[src/rtl/dmpid_pkg.sv]
// Shared widths, codes, types and clamp helpers for the dual-mode PID controller.
`default_nettype none
package dmpid_pkg;

	// Field and datapath widths.
	localparam int DATA_W      = 16;
	localparam int ERR_W       = 17;
	localparam int DE_W        = 18;
	localparam int D2E_W       = 19;
	localparam int GAIN_W      = 32;
	localparam int PROD_W      = 51;
	localparam int WIDE_W      = 56;
	localparam int STATE_W     = 34;
	localparam int DRIVE_W     = 33;
	localparam int CFG_W       = 32;
	localparam int IDX_W       = 3;
	localparam int IN_TDATA_W  = 32;
	localparam int OUT_TDATA_W = 40;

	// Output queue geometry.
	localparam int FIFO_DEPTH = 8;
	localparam int FIFO_AW    = 3;
	localparam int CNT_W      = FIFO_AW + 1;

	// One in Q16.16.
	localparam logic signed [WIDE_W-1:0] ONE_Q16 = WIDE_W'(65536);

	// Operation codes carried in the input tuser.
	localparam logic OP_STEP  = 1'b0;
	localparam logic OP_CLEAR = 1'b1;

	// Configuration register indexes.
	typedef enum logic [IDX_W-1:0] {
		REG_MODE,
		REG_MAX_OUT,
		REG_INT_LIM,
		REG_GAIN_P,
		REG_GAIN_I,
		REG_GAIN_D,
		REG_CUTOFF,
		REG_DEAD_BAND
	} reg_idx_t;

	// Result status codes.
	typedef enum logic [1:0] {
		ST_OK,
		ST_CUTOFF,
		ST_DEAD_BAND,
		ST_CLEARED
	} status_t;

	// Configuration bundle distributed to the datapath.
	typedef struct packed {
		logic                      mode;
		logic [15:0]               max_out;
		logic [15:0]               int_lim;
		logic signed [GAIN_W-1:0]  gain_p;
		logic signed [GAIN_W-1:0]  gain_i;
		logic signed [GAIN_W-1:0]  gain_d;
		logic [ERR_W-1:0]          cutoff;
		logic [ERR_W-1:0]          dead_band;
	} cfg_t;

	// Error terms leaving the front stage.
	typedef struct packed {
		logic                      valid;
		status_t                   status;
		logic signed [ERR_W-1:0]   e;
		logic signed [DE_W-1:0]    de;
		logic signed [D2E_W-1:0]   d2e;
	} front_t;

	// Gain products leaving the multiplier stage.
	typedef struct packed {
		logic                      valid;
		status_t                   status;
		logic signed [PROD_W-1:0]  pa;
		logic signed [PROD_W-1:0]  ib;
		logic signed [PROD_W-1:0]  dc;
	} prod_t;

	// One result item as stored in the output queue.
	typedef struct packed {
		status_t                   status;
		logic signed [DRIVE_W-1:0] drive;
	} result_t;

	// Symmetric clamp to plus or minus lim.
	function automatic logic signed [WIDE_W-1:0] clamp_sym(
		input logic signed [WIDE_W-1:0] v,
		input logic signed [WIDE_W-1:0] lim
	);
		if (v > lim) begin
			return lim;
		end else if (v < -lim) begin
			return -lim;
		end else begin
			return v;
		end
	endfunction

	// Integer-unit magnitude turned into a Q16.16 limit.
	function automatic logic signed [WIDE_W-1:0] lim_of(input logic [15:0] m);
		return signed'(WIDE_W'({m, 16'h0000}));
	endfunction

endpackage
`default_nettype wire

[src/rtl/dmpid_front.sv]
// Input register, error forming, suppression checks and error history.
`default_nettype none
module dmpid_front (
	input  wire                                clk,
	input  wire                                arst_n,
	input  wire                                in_accept,
	input  wire                                in_op,
	input  wire logic signed [dmpid_pkg::DATA_W-1:0] in_setpoint,
	input  wire logic signed [dmpid_pkg::DATA_W-1:0] in_measured,
	input  wire dmpid_pkg::cfg_t               cfg,
	output dmpid_pkg::front_t                  front_s2
);

	logic                                   v_s1;
	logic                                   op_s1;
	logic signed [dmpid_pkg::DATA_W-1:0]    sp_s1;
	logic signed [dmpid_pkg::DATA_W-1:0]    ms_s1;
	logic signed [dmpid_pkg::ERR_W-1:0]     e1_q;
	logic signed [dmpid_pkg::ERR_W-1:0]     e2_q;
	logic signed [dmpid_pkg::ERR_W-1:0]     e_c;
	logic [dmpid_pkg::ERR_W-1:0]            mag_c;
	logic signed [dmpid_pkg::DE_W-1:0]      de_c;
	logic signed [dmpid_pkg::D2E_W-1:0]     d2e_c;
	dmpid_pkg::status_t                     status_c;

	// Input register.
	always_ff @(posedge clk or negedge arst_n) begin
		if (!arst_n) begin
			v_s1 <= 1'b0;
		end else begin
			v_s1 <= in_accept;
		end
	end

	always_ff @(posedge clk) begin
		if (in_accept) begin
			op_s1 <= in_op;
			sp_s1 <= in_setpoint;
			ms_s1 <= in_measured;
		end
	end

	// Error, its magnitude and the first and second differences.
	assign e_c   = dmpid_pkg::ERR_W'(sp_s1) - dmpid_pkg::ERR_W'(ms_s1);
	assign mag_c = e_c[dmpid_pkg::ERR_W-1] ? dmpid_pkg::ERR_W'(-e_c) : dmpid_pkg::ERR_W'(e_c);
	assign de_c  = dmpid_pkg::DE_W'(e_c) - dmpid_pkg::DE_W'(e1_q);
	assign d2e_c = dmpid_pkg::D2E_W'(e_c) - (dmpid_pkg::D2E_W'(e1_q) <<< 1)
		+ dmpid_pkg::D2E_W'(e2_q);

	// Clear wins, then the cutoff check, then the dead band.
	always_comb begin
		if (op_s1 == dmpid_pkg::OP_CLEAR) begin
			status_c = dmpid_pkg::ST_CLEARED;
		end else if ((cfg.cutoff != '0) && (mag_c > cfg.cutoff)) begin
			status_c = dmpid_pkg::ST_CUTOFF;
		end else if ((cfg.dead_band != '0) && (mag_c < cfg.dead_band)) begin
			status_c = dmpid_pkg::ST_DEAD_BAND;
		end else begin
			status_c = dmpid_pkg::ST_OK;
		end
	end

	// Error history moves only on computed steps and is zeroed on clear.
	always_ff @(posedge clk or negedge arst_n) begin
		if (!arst_n) begin
			e1_q <= '0;
			e2_q <= '0;
		end else if (v_s1) begin
			if (status_c == dmpid_pkg::ST_CLEARED) begin
				e1_q <= '0;
				e2_q <= '0;
			end else if (status_c == dmpid_pkg::ST_OK) begin
				e2_q <= e1_q;
				e1_q <= e_c;
			end
		end
	end

	// Stage two register.
	always_ff @(posedge clk or negedge arst_n) begin
		if (!arst_n) begin
			front_s2 <= '0;
		end else begin
			front_s2.valid  <= v_s1;
			front_s2.status <= status_c;
			front_s2.e      <= e_c;
			front_s2.de     <= de_c;
			front_s2.d2e    <= d2e_c;
		end
	end

endmodule
`default_nettype wire

[config.mk]
export PLATFORM = sky130hd
export DESIGN_NAME = dmpid_front
export DESIGN_NICKNAME = d
export VERILOG_FILES = /design/src/rtl/dmpid_pkg.sv /design/src/rtl/dmpid_front.sv
export SDC_FILE = /design/constraint.sdc
export NUM_CORES = 1
export LEC_CHECK = 0
export BUFFER_PORTS_ARGS = -buffer_cell sky130_fd_sc_hd__buf_2
export CORE_MARGIN = 4
export CORE_UTILIZATION = 47
export DETAILED_ROUTE_END_ITERATION = 8
export GPL_TIMING_DRIVEN = 0
export PLACE_DENSITY_LB_ADDON = 0.05
export SETUP_SLACK_MARGIN = 0.1
export SLEW_MARGIN = 5
export SYNTH_ARGS = -nofsm -noshare
export SYNTH_HDL_FRONTEND = slang
export SYNTH_SLANG_ARGS = --single-unit
export TNS_END_PERCENT = 50
[constraint.sdc]
create_clock -name clk -period 5.7 [get_ports clk]
set_clock_uncertainty 0.1 [all_clocks]
set_input_delay 0.855 -clock clk [delete_from_list [all_inputs] [get_ports clk]]
set_output_delay 0.855 -clock clk [all_outputs]
set_load 0.02 [all_outputs]
==> impl_metrics.yaml, run 1 <==
critical_path:
  start_kind: "register"
  worst-endpoint-required_ns: 5.87
  worstSetupEndpointType: "register"
  worstSetupPathType: "reg2reg"
  crit_arrival_ns: 5.61
  critical_path_peak_fanout: 10
finish:
  final_util_pct: 60.9
  fillCellCount: 1424
  ff_latch_area_um2: 3290
  finish.net_count: 1259
  design_area_um2: 10100
  final_layout_size_suffix_gt1_share_pct: 27.2
  area_growth_syn_to_layout_pct: 27.3
  insertedDiodeCount: 0
  multiInputGateArea_um2: 4510
yosys:
  biggest_area_contributors_in_the_synthesized_netlist: "sky130_fd_sc_hd__dfrtp_1, sky130_fd_sc_hd__ha_1, sky130_fd_sc_hd__edfxtp_1, sky130_fd_sc_hd__inv_1, sky130_fd_sc_hd__xnor2_1"
  postSynthRegisterBits: 125
  synth_area_leader_cell: "sky130_fd_sc_hd__dfrtp_1"
  post-synth-top-area-fraction_pct: 29.0
  syn_avg_cell_area_um2: 10.1
  synth_edf_count: 33
  syn-instance-count: 786
  yosysSeqAreaShare_pct: 41.5
  synthArstFlopShare_pct: 73.6
  synth.distinct_cells: 70
  syn-num-nets: 1089
  yosysWarningCount: 0
  ys.flop_type: "sky130_fd_sc_hd__dfrtp_1"
  area_of_the_mapped_netlist_um2: 7930
routing:
  drt_pass1_iterations: 5
  remaining_routing_drc_violations: 0
  via_per_inst: 5.26
  drt_wl_total_mm: 19.6
  detail_route.wl_per_cell_um: 16.5
  drt_iter0_markers: 347
  ant_nets: 0
  dr_total_vias: 6250
floorplan:
  ioPinCount: 256
  rows: 47
  die_width_um: 138
  initial_core_util_pct: 47.8
  die_area_um2: 19000
  core_um2: 16600
  die-height_um: 138
cts:
  worst_skew_pair_later_pin_latency_ns: 0.42
  cts-root-buf: "sky130_fd_sc_hd__clkbuf_16"
  cts_made_buffers: 17
  clock_path_buffers: 2
  tritoncts_clock_tree: "yes"
  cts_hold_repair.buffers: 0
  cts_max_level: 4
  clk_pin_slew_worst_paths_ns: 0.06
  clock_sinks: 125
status:
  outcome: "completed"
hold_path:
  hp-class: "in2async"
sta:
  finalWorstPathRequiredPeriod_ns: 5.43
  slew_headroom_pct: 37.1
  timing_max_transition_violations_final: 0
  setup_viol: 0
  final_min_period_over_clock_period_pct: 95.3
  tightest_slew_ns: 0.937
  final_hold_viol_count: 0
  setup_repair_after_global_routing_missed_its_margin: "yes"
  fmax_mhz: 184
power_and_ir_drop:
  p_per_area_nw_per_um2: 649
  p_leak_nw: 4.85
  worst_ir_drop_vdd_v: 0.000325
global_route:
  grt_start_max_net_pins: 55
  grt_pass1_vias: 6190
  total_global_routing_track_utilization_pct: 21.0
  grt_remaining_overflow: 0
  grt_pass1_wl_mm: 30.6
  antenna_found_initial: 0
placed_design:
  finalWeightedCongestion: 0.903
  dp_hpwl_mm: 14.9
  placement.cell_area_um2: 8870
  io_buffers: 126
job:
  maxCapViolCount: 0
-- worst paths after layout --
| check | from | endpoint | cells after the start | slack [ns] |
|---|---|---|---|---|
| max in group asynchronous | arst_n | front_s2[30] | 2 | 4.55 |
| worst max-delay path | sp_s1[5] | e2_q[11] | 24 | 0.27 |
| worst max register to register | sp_s1[5] | e2_q[11] | 24 | 0.27 |
| min in group clk | e2_q[10] | e2_q[10] | 2 | 0.38 |
| worst min register to register | e2_q[10] | e2_q[10] | 2 | 0.38 |
| worst min-delay path | arst_n | front_s2[54] | 1 | 0.31 |
-- per-stage QoR --
step                worst slack (ns)  setup TNS [ns]  total power [mW]  hold WS (ns)  cells
finish                         0.268               0              6.55         0.307   1189
global route                  0.0607               0              7.11         0.347   1189
CTS                           0.0984               0              6.42         0.309   1175
detailed placement            -0.854          -25.64              5.25         0.343   1133
global placement              -0.760          -22.70              5.18         0.351   1132
floorplan                      0.338               0              4.33         0.255    786
-- cell usage in the layout (no fill, tap or decap), types with 10 or more instances in the layout --
cell | netlist | final
sky130_fd_sc_hd__fa_1 | 19 | 18
sky130_fd_sc_hd__xnor2_2 | 1 | 10
sky130_fd_sc_hd__buf_4 | 0 | 25
sky130_fd_sc_hd__xnor2_1 | 44 | 32
sky130_fd_sc_hd__ha_1 | 85 | 84
sky130_fd_sc_hd__dfrtp_1 | 92 | 92
sky130_fd_sc_hd__inv_1 | 127 | 127
sky130_fd_sc_hd__a21o_1 | 14 | 14
sky130_fd_sc_hd__o21a_1 | 13 | 13
sky130_fd_sc_hd__edfxtp_1 | 33 | 33
sky130_fd_sc_hd__nor2_1 | 43 | 39
sky130_fd_sc_hd__o21ai_1 | 0 | 10
sky130_fd_sc_hd__o21ai_0 | 36 | 23
sky130_fd_sc_hd__o31ai_1 | 22 | 13
sky130_fd_sc_hd__nand2_1 | 56 | 54
sky130_fd_sc_hd__clkbuf_16 | 0 | 19
sky130_fd_sc_hd__buf_2 | 2 | 127
sky130_fd_sc_hd__a21oi_1 | 32 | 29
-- kinds of logic (layout without fill, tap and decap cells) --
family / after synthesis / in the layout / synth area share, %
adders and majority gates: 104 / 104 / 18.2
AOI/OAI and AO/OA: 174 / 174 / 15.3
DFF: 125 / 125 / 41.5
xor gates and xnor gates: 55 / 55 / 6.26
buffers and inverters: 143 / 325 / 6.93
and+or+nand+nor: 185 / 186 / 11.8
-- power by group --
group | switching (mW) | internal, mW | leakage (nW)
Sequential | 0.140 | 1.28 | 1.45
Clock | 0.415 | 0.595 | 0.280
Combinational | 2.36 | 1.76 | 3.12
-- critical path: stages, from the launching register on --
cell,delay (ns)
sky130_fd_sc_hd__edfxtp_1,0.37
sky130_fd_sc_hd__ha_1,0.44
sky130_fd_sc_hd__and2_1,0.22
sky130_fd_sc_hd__o21ai_1,0.28
sky130_fd_sc_hd__o2111a_2,0.36
sky130_fd_sc_hd__nor2_4,0.05
sky130_fd_sc_hd__a41o_1,0.25
sky130_fd_sc_hd__a2bb2oi_4,0.18
sky130_fd_sc_hd__buf_4,0.15
sky130_fd_sc_hd__buf_2,0.15
sky130_fd_sc_hd__buf_4,0.14
sky130_fd_sc_hd__nor4_4,0.35
sky130_fd_sc_hd__ha_1,0.32
sky130_fd_sc_hd__nand4_1,0.16
sky130_fd_sc_hd__nor3_2,0.06
sky130_fd_sc_hd__a221o_1,0.38
sky130_fd_sc_hd__a31oi_4,0.18
sky130_fd_sc_hd__nor3_2,0.07
sky130_fd_sc_hd__a2bb2oi_2,0.15
sky130_fd_sc_hd__ha_1,0.28
sky130_fd_sc_hd__nand2b_4,0.16
sky130_fd_sc_hd__buf_8,0.14
sky130_fd_sc_hd__buf_4,0.18
sky130_fd_sc_hd__nand2_1,0.10
sky130_fd_sc_hd__o31ai_2,0.07
-- flip-flops by register name (all words and copies together), names as in the netlist --
name and count:
ms_s1 16, front_s2 57, e2_q 17, v_s1 1, e1_q 17, op_s1 1, sp_s1 16
-- Yosys cell counts, types with 13 or more instances --
| master | n |
|---|---|
| sky130_fd_sc_hd__xnor2_1 | 44 |
| sky130_fd_sc_hd__nand2_1 | 56 |
| sky130_fd_sc_hd__nor3_1 | 13 |
| sky130_fd_sc_hd__o21a_1 | 13 |
| sky130_fd_sc_hd__fa_1 | 19 |
| sky130_fd_sc_hd__ha_1 | 85 |
| sky130_fd_sc_hd__o21ai_0 | 36 |
| sky130_fd_sc_hd__a21oi_1 | 32 |
| sky130_fd_sc_hd__a21o_1 | 14 |
| sky130_fd_sc_hd__nor2_1 | 43 |
| sky130_fd_sc_hd__inv_1 | 127 |
| sky130_fd_sc_hd__o31ai_1 | 22 |
| sky130_fd_sc_hd__edfxtp_1 | 33 |
| sky130_fd_sc_hd__dfrtp_1 | 92 |
-- cell type report --
class / count / share of cell area, %
flip-flops and latches: 125 / 32.6
clock buffers: 20 / 4.64
clock inverters: 12 / 0.843
multi-input cells: 519 / 44.7
inverters: 129 / 4.87
plain buffers: 13 / 1.10
repair buffers: 151 / 8.52
well taps: 220 / 2.73
-- per-layer routing --
layer | track usage [%] | part of all wire [%] | vias up | routed length, µm
met5 | 0 | 0 | - | 0
met4 | 7.24 | 1.8 | 0 | 351
met3 | 3.92 | 4.7 | 30 | 912
met2 | 35.2 | 49 | 168 | 9530
met1 | 27.5 | 45 | 2977 | 8780
li1 | - | - | 3075 | -
-- timing repair --
action                                  CTS  global route
gates resized for setup                  52            59
hold endpoints to repair                  0             0
endpoints found under the setup margin   34            34
buffers inserted                          9            13
cloned                                    2             1
pin swaps                                13            22
No activity file was read; power rests on OpenSTA's default activity.
==> run 2, diff against run 1 <==
Settings changed: RECOVER_POWER from default to 25, SKIP_LAST_GASP from default to 1.
==> impl_metrics.yaml, run 2 (synthesized netlist as in run 1, its figures left out) <==
routing:
  remaining_routing_drc_violations: 0
  dr_total_vias: 6265
  ant_nets: 0
  drt_wl_total_mm: 19.6
  drt_pass1_iterations: 5
  via_per_inst: 5.27
  detail_route.wl_per_cell_um: 16.5
  drt_iter0_markers: 347
sta:
  setup_viol: 0
  fin_worst_hold_slack_ns: 0.377
  slew_headroom_pct: -74.0
  final_hold_viol_count: 0
  setup-tns-final_ns: 0
  fmax_mhz: 184
  setup_ws_ns: 0.271
  finalWorstPathRequiredPeriod_ns: 5.43
  final_min_period_over_clock_period_pct: 95.2
  timing_max_transition_violations_final: 95
  tightest_slew_ns: 2.61
  setup_repair_after_global_routing_missed_its_margin: "yes"
floorplan:
  ioPinCount: 256
  die_width_um: 138
  initial_core_util_pct: 47.8
  die_area_um2: 19000
  core_um2: 16600
  die-height_um: 138
  rows: 47
cts:
  cts-root-buf: "sky130_fd_sc_hd__clkbuf_16"
  cts_made_buffers: 17
  clock_sinks: 125
  clock_path_buffers: 2
  tritoncts_clock_tree: "yes"
  cts_hold_repair.buffers: 0
  clk_pin_slew_worst_paths_ns: 0.06
  cts_max_level: 4
  worst_skew_pair_later_pin_latency_ns: 0.42
critical_path:
  crit_path_start: "sp_s1[5]"
  critical_path.slowest_cell: "sky130_fd_sc_hd__ha_1"
  worst-endpoint-required_ns: 5.87
  crit_arrival_ns: 5.60
  worstPathCellList: "ha_1 > and2_1 > o21ai_1 > o2111a_2 > nor2_4 > a41o_1 > a2bb2oi_4 > buf_4 > buf_2 > buf_4 > nor4_4 > ha_1 > nand4_1 > nor3_2 > a221o_1 > a31oi_4 > nor3_2 > a2bb2oi_2 > ha_1 > nand2b_4 > buf_8 > buf_4 > nand2_1 > o31ai_2"
  worst_path_largest_cell_delay_ns: 0.44
  critical_path_peak_fanout: 10
  reg2regPathDepth: 24
  worstSetupPathType: "reg2reg"
  critical_path.reg2reg.startpoint: "sp_s1[5]"
  worstSetupEndpointType: "register"
  start_kind: "register"
status:
  violations: "max-capacitance violations, max-slew violations"
  outcome: "finished, violations left"
global_route:
  grt_start_max_net_pins: 55
  grt_pass1_wl_mm: 30.6
  grt_pass1_vias: 6190
  antenna_found_initial: 0
  total_global_routing_track_utilization_pct: 21.0
  grt_remaining_overflow: 0
power_and_ir_drop:
  net-switching-power_mw: 2.92
  p_leak_nw: 4.83
  pwr-share-clk_pct: 15.4
  cellInternalPower_mw: 3.64
  worst_ir_drop_vdd_v: 0.000325
  fraction_of_power_consumed_by_sequential_logic_pct: 21.7
  p_comb_share_pct: 62.9
  p_per_area_nw_per_um2: 651
  fin_total_pwr_mw: 6.55
  power.switching_fraction_pct: 44.5
placed_design:
  placement.cell_area_um2: 8870
  place_inst: 1133
  dp_hpwl_mm: 14.9
  dpl_worst_slack_ns: -0.854
  io_buffers: 126
  finalWeightedCongestion: 0.903
hold_path:
  worstHoldStart: "e2_q[10]"
  worst_hold_path.num_cells: 2
  hp-class: "reg2reg"
finish:
  number_of_flip_flops_in_the_largest_register: 57
  insertedDiodeCount: 0
  final_layout_size_suffix_gt1_share_pct: 27.0
  layout_top_registers: "front_s2 x57, e1_q x17, e2_q x17"
  finish.net_count: 1259
  final_util_pct: 60.7
  design_area_um2: 10100
  most-common-layout-cells: "sky130_fd_sc_hd__inv_1, sky130_fd_sc_hd__buf_2, sky130_fd_sc_hd__dfrtp_1"
  registers.top_by_ff_count: "front_s2"
  area_growth_syn_to_layout_pct: 27.0
  layoutNonFillerInstCount: 1189
job:
  maxCapViolCount: 2
run 2: path summary, 6_finish.rpt:
check                                     to  slack [ns]
worst max-delay path                e2_q[11]        0.27
worst min-delay path                e2_q[10]        0.38
worst max register to register      e2_q[11]        0.27
worst min register to register      e2_q[10]        0.38
max in group asynchronous       front_s2[30]        1.08
min in group asynchronous       front_s2[54]        0.86
run 2: worst max-delay path: cells and delay by family (launching register included):
family                     cells  cell delay [ns]
AOI/OAI and AO/OA              8             1.85
and+or+nand+nor                8             1.17
adders and majority gates      3             1.04
buffers and inverters          5             0.76
DFF                            1             0.37
run 2: power by group through the flow:
stage                     combinational (mW)  clock, mW  sequential, mW
after floorplan                         2.68          0            1.65
after global placement                  3.74          0            1.44
after detailed placement                3.82          0            1.44
after CTS                               3.96       1.03            1.43
after global routing                    4.59       1.06            1.46
final                                   4.12       1.01            1.42
run 2: metal layers:
layer | track usage, % | wire length [µm]
met4 | 7.24 | 351
met5 | 0 | 0
met3 | 3.92 | 934
met1 | 27.5 | 8760
met2 | 35.2 | 9540
run 2: repair_timing:
item	CTS	global route
setup endpoints to repair	34	34
cloned	2	1
setup buffers	9	13
pin swaps	13	22
endpoints found under the hold margin	0	0
resized for setup	52	59
run 2: area by class of cell:
type	count	area [µm²]
Clock buffer	20	468
Multi-Input combinational cell	519	4510
Timing Repair Buffer	151	838
Buffer	13	111
Sequential cell	125	3290
Fill cell	1426	6510
Clock inverter	12	85.1
Inverter	129	492
Tap cell	220	275
